**src/design/bpsid_pkg.sv**
```systemverilog
// Shared types and status codes for the binary polynomial signed integer decoder.
package bpsid_pkg;

    localparam int CoeffWidth = 60;
    localparam int ValueWidth = 64;

    localparam logic [1:0] STATUS_OK       = 2'd0;
    localparam logic [1:0] STATUS_INVALID  = 2'd1;
    localparam logic [1:0] STATUS_OVERFLOW = 2'd2;
    localparam logic [1:0] STATUS_RANGE    = 2'd3;

    localparam logic CFG_MODULUS       = 1'b0;
    localparam logic CFG_NARROW_RESULT = 1'b1;

    typedef struct packed {
        logic [CoeffWidth-1:0] coeff;
        logic                  first;
        logic                  last;
    } in_item_t;

    typedef struct packed {
        logic signed [ValueWidth-1:0] value;
        logic [1:0]                   status;
    } out_item_t;

    typedef struct packed {
        logic                         first;
        logic                         last;
        logic                         invalid;
        logic signed [ValueWidth-1:0] addend;
    } work_item_t;

endpackage

```
**src/design/bpsid_front.sv**
```systemverilog
// Front end: lifts each coefficient to a centered signed addend and flags invalid ones.
module bpsid_front
    import bpsid_pkg::*;
(
    input  logic [CoeffWidth-1:0] modulus,
    input  in_item_t              in_item,
    output work_item_t            work_item
);

    logic [CoeffWidth:0]   modulus_inc;
    logic [CoeffWidth-1:0] threshold;
    logic [CoeffWidth-1:0] magnitude;
    logic                  negative;

    always_comb begin
        modulus_inc = {1'b0, modulus} + {{CoeffWidth{1'b0}}, 1'b1};
        if (modulus == CoeffWidth'(2)) begin
            threshold = CoeffWidth'(2);
        end else begin
            threshold = modulus_inc[CoeffWidth:1];
        end
        negative  = in_item.coeff >= threshold;
        magnitude = modulus - in_item.coeff;
        work_item.first   = in_item.first;
        work_item.last    = in_item.last;
        work_item.invalid = in_item.coeff >= modulus;
        if (negative) begin
            work_item.addend = -$signed({{(ValueWidth-CoeffWidth){1'b0}}, magnitude});
        end else begin
            work_item.addend = $signed({{(ValueWidth-CoeffWidth){1'b0}}, in_item.coeff});
        end
    end

endmodule

```
**src/design/bpsid_queue.sv**
```systemverilog
// Small register queue between the front end and the accumulator.
module bpsid_queue
    import bpsid_pkg::*;
#(
    parameter int Depth = 4
) (
    input  logic       aclk,
    input  logic       aresetn,
    input  logic       push,
    input  work_item_t push_item,
    output logic       full,
    input  logic       pop,
    output logic       not_empty,
    output work_item_t pop_item
);

    localparam int PtrWidth = $clog2(Depth);
    localparam int CntWidth = $clog2(Depth + 1);

    work_item_t                entries_reg [Depth];
    logic [PtrWidth-1:0]       wr_ptr_reg, wr_ptr_next;
    logic [PtrWidth-1:0]       rd_ptr_reg, rd_ptr_next;
    logic [CntWidth-1:0]       count_reg, count_next;

    assign full      = count_reg == CntWidth'(Depth);
    assign not_empty = count_reg != '0;
    assign pop_item  = entries_reg[rd_ptr_reg];

    always_comb begin
        wr_ptr_next = wr_ptr_reg;
        rd_ptr_next = rd_ptr_reg;
        count_next  = count_reg;
        if (push) begin
            wr_ptr_next = (wr_ptr_reg == PtrWidth'(Depth - 1)) ? '0 : wr_ptr_reg + 1'b1;
        end
        if (pop) begin
            rd_ptr_next = (rd_ptr_reg == PtrWidth'(Depth - 1)) ? '0 : rd_ptr_reg + 1'b1;
        end
        if (push && !pop) begin
            count_next = count_reg + 1'b1;
        end else if (!push && pop) begin
            count_next = count_reg - 1'b1;
        end
    end

    always_ff @(posedge aclk) begin
        if (!aresetn) begin
            wr_ptr_reg <= '0;
            rd_ptr_reg <= '0;
            count_reg  <= '0;
        end else begin
            wr_ptr_reg <= wr_ptr_next;
            rd_ptr_reg <= rd_ptr_next;
            count_reg  <= count_next;
        end
    end

    always_ff @(posedge aclk) begin
        if (push) begin
            entries_reg[wr_ptr_reg] <= push_item;
        end
    end

endmodule

```
**src/design/bpsid_back.sv**
```systemverilog
// Back end: doubles and adds into the accumulator, tracks errors, registers the result.
module bpsid_back
    import bpsid_pkg::*;
(
    input  logic       aclk,
    input  logic       aresetn,
    input  logic       narrow_result,
    input  logic       q_valid,
    input  work_item_t q_item,
    output logic       q_pop,
    output logic       m_valid,
    input  logic       m_ready,
    output out_item_t  m_data
);

    logic [ValueWidth-1:0] acc_reg, acc_next;
    logic [1:0]            err_reg, err_next;
    logic                  m_valid_reg, m_valid_next;
    out_item_t             m_data_reg, m_data_next;

    logic [ValueWidth-1:0] acc_base;
    logic [1:0]            err_base;
    logic [ValueWidth-1:0] shifted;
    logic [ValueWidth-1:0] sum;
    logic                  shift_ovf;
    logic                  add_ovf;
    logic                  out_of_range;
    logic [1:0]            status;

    assign q_pop   = q_valid && (!q_item.last || !m_valid_reg || m_ready);
    assign m_valid = m_valid_reg;
    assign m_data  = m_data_reg;

    always_comb begin
        acc_base  = q_item.first ? '0 : acc_reg;
        err_base  = q_item.first ? STATUS_OK : err_reg;
        shifted   = {acc_base[ValueWidth-2:0], 1'b0};
        shift_ovf = shifted[ValueWidth-1] != acc_base[ValueWidth-1];
        sum       = shifted + q_item.addend;
        add_ovf   = (shifted[ValueWidth-1] == q_item.addend[ValueWidth-1]) &&
                    (sum[ValueWidth-1] != shifted[ValueWidth-1]);
        acc_next  = acc_base;
        err_next  = err_base;
        if (err_base == STATUS_OK) begin
            if (shift_ovf) begin
                err_next = STATUS_OVERFLOW;
            end else if (q_item.invalid) begin
                err_next = STATUS_INVALID;
            end else if (add_ovf) begin
                err_next = STATUS_OVERFLOW;
            end else begin
                acc_next = sum;
            end
        end
        out_of_range = !((&acc_next[ValueWidth-1:31]) || !(|acc_next[ValueWidth-1:31]));
        status = err_next;
        if (status == STATUS_OK && narrow_result && out_of_range) begin
            status = STATUS_RANGE;
        end
        m_data_next.status = status;
        m_data_next.value  = (status == STATUS_OK) ? $signed(acc_next) : '0;

        m_valid_next = m_valid_reg && !m_ready;
        if (q_pop && q_item.last) begin
            m_valid_next = 1'b1;
        end
    end

    always_ff @(posedge aclk) begin
        if (!aresetn) begin
            acc_reg     <= '0;
            err_reg     <= STATUS_OK;
            m_valid_reg <= 1'b0;
        end else begin
            m_valid_reg <= m_valid_next;
            if (q_pop) begin
                acc_reg <= acc_next;
                err_reg <= err_next;
            end
        end
    end

    always_ff @(posedge aclk) begin
        if (q_pop && q_item.last) begin
            m_data_reg <= m_data_next;
        end
    end

endmodule

```
**src/design/binary_poly_signed_int_decoder.sv**
```systemverilog
// Top level of the binary polynomial signed integer decoder.
// Usage:
//   s_valid/s_ready/s_data carry coefficients, highest degree first. s_data.first
//   starts a new polynomial, s_data.last marks the constant coefficient.
//   m_valid/m_ready/m_data carry one result per polynomial: the signed value
//   evaluated at two, and a status (ok, coefficient not below modulus,
//   overflow, outside int32). Errors are sticky inside a polynomial.
//   cfg_we/cfg_index/cfg_wdata write the plaintext modulus (0) and narrow_result (1);
//   write only while the block is idle.
// Timing:
//   One coefficient per cycle while s_ready is high. The front end classifies
//   each coefficient in the accept cycle into a QueueDepth-entry queue; the
//   accumulator consumes one entry per cycle unless a last item waits on a held
//   result. The accumulator's double-and-add loop sets the one-item-per-cycle rate.
// Reset and stall:
//   aresetn (synchronous) sets the modulus to 2, narrow_result to 0 and clears
//   accumulator, error and queue. While a result waits with m_ready low, the result
//   register holds; items keep flowing until a last item reaches the back end, and the
//   queue absorbs input until full.
module binary_poly_signed_int_decoder
    import bpsid_pkg::*;
#(
    parameter int QueueDepth = 4
) (
    input  logic                  aclk,
    input  logic                  aresetn,
    input  logic                  s_valid,
    output logic                  s_ready,
    input  in_item_t              s_data,
    output logic                  m_valid,
    input  logic                  m_ready,
    output out_item_t             m_data,
    input  logic                  cfg_we,
    input  logic                  cfg_index,
    input  logic [CoeffWidth-1:0] cfg_wdata
);

    logic [CoeffWidth-1:0] modulus_reg;
    logic                  narrow_result_reg;
    work_item_t            front_item;
    work_item_t            q_item;
    logic                  q_full;
    logic                  q_valid;
    logic                  q_pop;

    always_ff @(posedge aclk) begin
        if (!aresetn) begin
            modulus_reg       <= CoeffWidth'(2);
            narrow_result_reg <= 1'b0;
        end else if (cfg_we) begin
            case (cfg_index)
                CFG_MODULUS:       modulus_reg       <= cfg_wdata;
                CFG_NARROW_RESULT: narrow_result_reg <= cfg_wdata[0];
                default: ;
            endcase
        end
    end

    assign s_ready = !q_full;

    bpsid_front u_front (
        .modulus   (modulus_reg),
        .in_item   (s_data),
        .work_item (front_item)
    );

    bpsid_queue #(
        .Depth (QueueDepth)
    ) u_queue (
        .aclk      (aclk),
        .aresetn   (aresetn),
        .push      (s_valid && s_ready),
        .push_item (front_item),
        .full      (q_full),
        .pop       (q_pop),
        .not_empty (q_valid),
        .pop_item  (q_item)
    );

    bpsid_back u_back (
        .aclk          (aclk),
        .aresetn       (aresetn),
        .narrow_result (narrow_result_reg),
        .q_valid       (q_valid),
        .q_item        (q_item),
        .q_pop         (q_pop),
        .m_valid       (m_valid),
        .m_ready       (m_ready),
        .m_data        (m_data)
    );

endmodule

```
**config.mk**
```make
export PLATFORM = sky130hd
export DESIGN_NAME = binary_poly_signed_int_decoder
export DESIGN_NICKNAME = d
export VERILOG_FILES = /design/src/design/bpsid_pkg.sv /design/src/design/bpsid_front.sv /design/src/design/bpsid_queue.sv /design/src/design/bpsid_back.sv /design/src/design/binary_poly_signed_int_decoder.sv
export SDC_FILE = /design/constraint.sdc
export NUM_CORES = 1
export LEC_CHECK = 0
export ABC_AREA = 1
export BUFFER_PORTS_ARGS = -buffer_cell sky130_fd_sc_hd__buf_2
export CELL_PAD_IN_SITES_DETAIL_PLACEMENT = 0
export CELL_PAD_IN_SITES_GLOBAL_PLACEMENT = 1
export CORE_MARGIN = 5
export CORE_UTILIZATION = 46
export DETAILED_ROUTE_END_ITERATION = 6
export GPL_ROUTABILITY_DRIVEN = 0
export HOLD_SLACK_MARGIN = 0.08
export PLACE_DENSITY_LB_ADDON = 0.1
export REMOVE_ABC_BUFFERS = 1
export SYNTH_ARGS = -nofsm -noshare
export SYNTH_HDL_FRONTEND = slang
export SYNTH_SLANG_ARGS = --single-unit
```
**constraint.sdc**
```tcl
create_clock -name aclk -period 5.95 [get_ports aclk]
set_input_delay 1.785 -clock aclk [delete_from_list [all_inputs] [get_ports aclk]]
set_output_delay 1.785 -clock aclk [all_outputs]
set_load 0.005 [all_outputs]
```
==> impl_metrics.ini, run 1 <==
[cells_and_area]
syn_to_final_growth_pct = 14.1
largest_register_ffs = 268
final_cell_mix = 823 x nand2_1, 660 x nor2_1, 653 x inv_1
final_common_cell = nand2_1
fillers = 7258
fin_util_pct = 53.1
fin_nets = 5161
finalInstanceArea_um2 = 38000
stdcell_count = 5833
drive_gt1_share_pct = 10.4

[global_routing]
grt_usage_pct = 28.7
grt_max_degree = 99
grt.overflow.total = 0
grt_pass1_vias = 30800
grt_pass1_wl_um = 174000
antenna_found_initial = 2

[placed_design]
place_ws_ps = -44.1
place_hpwl_um = 92400
io_buffer_count = 195
placed_area_um2 = 36300
dp.cells = 5739

[setup_path]
r2r-start = modulus_reg[6]
slowest_stage = o21ai_0
crit_end = u_queue.entries_reg[2][19]
start_kind = flip-flop
critPathArrivalTime_ps = 5800
worstPathRequired_ps = 6270
crit_family = simple AND/OR/NAND/NOR gates
cp-end-kind = flip-flop
cpMostUsedCell = nand2_1
crit_cells = 27
path_max_fanout = 33
critPathBufInv = 5
reg2reg_depth = 27
reg2reg_slack_ps = 460
worst-setup-path-type = reg2reg
timing.rr.end = u_queue.entries_reg[2][19]
startpoint = modulus_reg[6]
critPathMaxStageDelay_ps = 620

[sta]
slew_violations = 0
timing.final.crit_share_pct = 92.2
maxSlewHeadroom_pct = 30.3
tightest_slew_ps = 1030
fmaxAchievable_mhz = 182
rsz0062_at_grt = no
finalHoldViolations = 0
finClkSkew_ps = 23.9
setup_slack_ps = 464
period_minus_slack_ps = 5490
setup_viol = 0

[clock_network]
holdBufCountCts = 0
clock_sinks = 471
clockBufferDepth = 3
ctsHtreeMaxLevel = 2
cts_root_buffer = clkbuf_16
numCtsBuffers = 50
clkLatencyLatePin_ps = 630
cts_tree = built
clk_pin_slew_worst_paths_ps = 70

[die]
start_util_pct = 46.5
fp.dieW_um = 279
chipHeight_um = 279
core_area_um2 = 71600
ios = 196
die-area_um2 = 77900
rows = 98

[drt]
drc_errors = 0
dr_total_vias = 31700
drt_wl_total_um = 115000
wire_per_inst_um = 19.8
drt_iter0_markers = 2344
vias_per_cell = 5.44
drtPass1Iterations = 6
ant_nets = 0

[worst_hold_path]
worstHoldStart = modulus_reg[8]
hold_path_class = reg2reg

[yosys]
synth_top_cell_by_area = edfxtp_1
synth.distinct_cells = 54
synthFlopType = edfxtp_1
syn_inst = 4565
yosysSeqAreaShare_pct = 38.3
yosysTopAreaCellShare_pct = 30.1
synth-edff-count = 334
synthTopCellsByArea = edfxtp_1 30%, nand2_1 9.3%, dfxtp_1 8.2%, nor2_1 7.5%, inv_1 7.4%
syn_avg_cell_area_um2 = 7.30
syn_area_um2 = 33300
synth_warnings = 0
yosys_register_bits = 471
async_flop_share_pct = 0

[flow_run]
max_cap_violations = 0

[run_status]
status = finished clean

[power_and_ir_drop]
leakagePower_uw = 0.0166
finalPower_uw = 16500
peakVddDrop_v = 0.000428
power_density_nw_per_um2 = 434
[metrics by stage]
step	setup TNS (ps)	hold WS (ps)
final	0	487
after global routing	0	518
after CTS	0	490
after detailed placement	-358	479
after global placement	-23.5	475
after floorplan	-445390	429
[tightest hold or removal path, delay by kind of cell (launching register included)]
| family | cells | cell delay, ps |
|---|---|---|
| flops | 1 | 310 |
| compound gates | 1 | 60 |
| buf+inv | 1 | 70 |
[repair_timing]
| action | in CTS | in global routing |
|---|---|---|
| resized for setup | 0 | 15 |
| setup buffers | 0 | 0 |
| endpoints found under the setup margin | 0 | 232 |
[layer usage]
metal  global-route usage, %  vias to the layer above  wire length (um)
li1                        -                    15900                 -
met1                    35.7                    14600             47500
met5                       0                        -                 0
met3                    2.41                      312              5200
met2                    49.2                     1000             54700
met4                    16.5                        0              7960
[report_power, final]
part           internal (uW)  switching (uW)  leakage [uW]  total [uW]
logic                   2680            5980        0.0115        8660
registers               4410             201       0.00424        4610
clock network           1860            1350      0.000813        3220
total                   8960            7530        0.0166       16500
[area by class of cell]
cell class	count	area, um2	share of cell area (%)
antenna	1	2.50	0.00658
clock buffer	56	1270	3.35
clock inverter	37	423	1.11
inverter	677	2540	6.69
multi-input combinational	3290	17500	46.1
sequential	471	12800	33.6
tap	950	1190	3.13
timing repair buffer	351	2300	6.04
[Yosys cell counts, types with 3 or more instances]
master / n
a21boi_0: 8
a21o_1: 12
a21oi_1: 327
a221oi_1: 3
a31oi_1: 48
buf_1: 8
buf_2: 5
buf_6: 10
clkbuf_1: 103
clkinv_1: 3
dfxtp_1: 137
edfxtp_1: 334
fa_1: 3
ha_1: 189
inv_1: 655
inv_2: 19
nand2_1: 824
nand2_2: 5
nand2_4: 5
nand3_1: 201
nand3_2: 6
nand3b_1: 13
nand4_1: 86
nor2_1: 665
nor2_2: 12
nor3_1: 70
nor3b_1: 4
nor4_1: 46
o211ai_1: 13
o21a_1: 13
o21ai_0: 436
o21ai_1: 14
o21ai_2: 4
o21bai_1: 18
o221ai_1: 6
o22ai_1: 65
or2_2: 5
xnor2_1: 58
xor2_1: 114
[how the worst min path moves through the flow]
stage                                       to  slack, ps  cells after the start
final                           modulus_reg[8]        490                      2
after global routing      u_queue.count_reg[2]        520                      2
after CTS                       modulus_reg[8]        490                      2
after detailed placement        modulus_reg[8]        480                      2
after global placement          modulus_reg[8]        480                      2
after floorplan              narrow_result_reg        430                      2
[cells by family (layout without fill, tap and decap cells)]
logic type      count (synthesis)  after routing  synth area share (%)
fa+ha+maj                     192            192                  7.28
compound gates                977            977                  15.8
simple gates                 1949           1949                  24.7
xor+xnor                      172            172                  4.52
buf+inv                       804           1121                  9.31
flops                         471            471                  38.3
other cells                     0              1                     0
No activity file was read; power rests on OpenSTA's default activity.
==> inputs of run 2 (changes only) <==
--- a/config.mk
+++ b/config.mk
@@ -10,7 +10,8 @@
 export CELL_PAD_IN_SITES_DETAIL_PLACEMENT = 0
 export CELL_PAD_IN_SITES_GLOBAL_PLACEMENT = 1
 export CORE_MARGIN = 5
-export CORE_UTILIZATION = 46
+export CORE_UTILIZATION = 47
+export CTS_BUF_LIST = sky130_fd_sc_hd__clkbuf_2 sky130_fd_sc_hd__clkbuf_4 sky130_fd_sc_hd__clkbuf_8
 export DETAILED_ROUTE_END_ITERATION = 6
 export GPL_ROUTABILITY_DRIVEN = 0
 export HOLD_SLACK_MARGIN = 0.08
==> impl_metrics.ini, run 2 (same netlist as run 1, synthesis figures left out) <==
[run_status]
status = finished clean

[setup_path]
cpMostUsedCell = nand2_1
slowest_stage = or4_1
path_max_fanout = 39
startpoint = modulus_reg[6]
worst-setup-path-type = reg2reg
r2r-start = modulus_reg[6]
reg2reg_slack_ps = 450
critPathArrivalTime_ps = 5870
worstPathRequired_ps = 6320
critPathMaxStageDelay_ps = 490
cp-end-kind = flip-flop
start_kind = flip-flop

[clock_network]
clockBufferDepth = 3
clk_pin_slew_worst_paths_ps = 60
cts_root_buffer = clkbuf_8
ctsHtreeMaxLevel = 3
postCtsSetupBuffers = 0
numCtsBuffers = 78
holdBufCountCts = 0
cts_tree = built
clkLatencyLatePin_ps = 680
clock_sinks = 471
cts-resized-gates = 0

[cells_and_area]
syn_to_final_growth_pct = 13.7
stdcell_count = 5873
fillers = 7127
largest_register_ffs = 268
multi_input_area_um2 = 17500
fin_nets = 5188
drive_gt1_share_pct = 11.3
ff_latch_area_um2 = 12800
final_common_cell = nand2_1
final_cell_mix = 823 x nand2_1, 661 x nor2_1, 653 x inv_1

[die]
rows = 97
core_area_um2 = 70100
ios = 196
start_util_pct = 47.5
fp.dieW_um = 276
chipHeight_um = 276
die-area_um2 = 76300

[drt]
drt_iter0_markers = 2444
drt_wl_total_um = 115000
drtPass1Iterations = 6
wire_per_inst_um = 19.6
drc_errors = 0
ant_nets = 0
vias_per_cell = 5.43
dr_total_vias = 31900

[sta]
maxSlewHeadroom_pct = 23.5
timing.final.crit_share_pct = 92.4
finalHoldViolations = 0
slew_violations = 0
period_minus_slack_ps = 5500
tightest_slew_ps = 1150
fmaxAchievable_mhz = 182
setup_slack_ps = 453
hold_slack_ps = 486
fin_tns_setup_ps = 0
finClkSkew_ps = 29.3
setup_viol = 0
rsz0062_at_grt = no

[global_routing]
grt_max_degree = 99
grt.overflow.total = 0
antenna_found_initial = 2
grt_pass1_wl_um = 172000
grt_usage_pct = 28.7
grt_pass1_vias = 30800

[placed_design]
place_hpwl_um = 91500
dp.cells = 5728
io_buffer_count = 195
place_ws_ps = -152

[power_and_ir_drop]
power_density_nw_per_um2 = 427
finalPower_uw = 16200
peakVddDrop_v = 0.000281
leakagePower_uw = 0.0166

[worst_hold_path]
hold_path_class = reg2reg
worstHoldStart = modulus_reg[8]

[flow_run]
max_cap_violations = 0
==> run 2: final cells by class <==
type                       count  share of cell area (%)
sequential                   471                    33.7
clock inverter                33                   0.641
inverter                     677                    6.71
clock buffer                 110                    3.54
tap                          940                    3.11
multi-input combinational   3290                    46.2
antenna                        2                  0.0132
timing repair buffer         350                    6.01
==> run 2: final timing paths <==
| kind | to | cells after the start |
|---|---|---|
| min reg2reg | modulus_reg[8] | 2 |
| min | modulus_reg[8] | 2 |
| max reg2reg | u_queue.entries_reg[3][27] | 28 |
| max | u_queue.entries_reg[3][27] | 28 |
==> run 2: critical path, delay by kind of cell (launching register included) <==
family / cells / cell delay (ps)
flip-flops: 1 / 330
AND/OR/NAND/NOR: 15 / 2430
adder cells (fa/ha/maj): 1 / 280
AO/OA/AOI/OAI: 6 / 1360
buffers and inverters: 6 / 760
==> run 2: power by group <==
part	leakage [uW]	internal, uW	switching, uW
Combinational	0.0115	2690	5970
Sequential	0.00424	4410	197
Clock	0.000820	1550	1340
Total	0.0166	8660	7500
==> run 2: layer usage <==
layer  track usage (%)  vias to the layer above  share of wire [%]  routed length, um
met5                 0                        -                  0                  0
met4              16.4                        0                6.7               7690
met3              3.26                      325                4.9               5650
met2              48.8                     1024                 47              53800
met1              35.4                    14600                 42              47700
li1                  -                    15900                  -                  -
==> run 2: through the flow <==
stage	utilization, %	instance area, um2
after floorplan	-	32800
after CTS	53.9	37800
final	54.0	37900
after detailed placement	51.7	36300
after global routing	54.0	37900
after global placement	51.7	36300
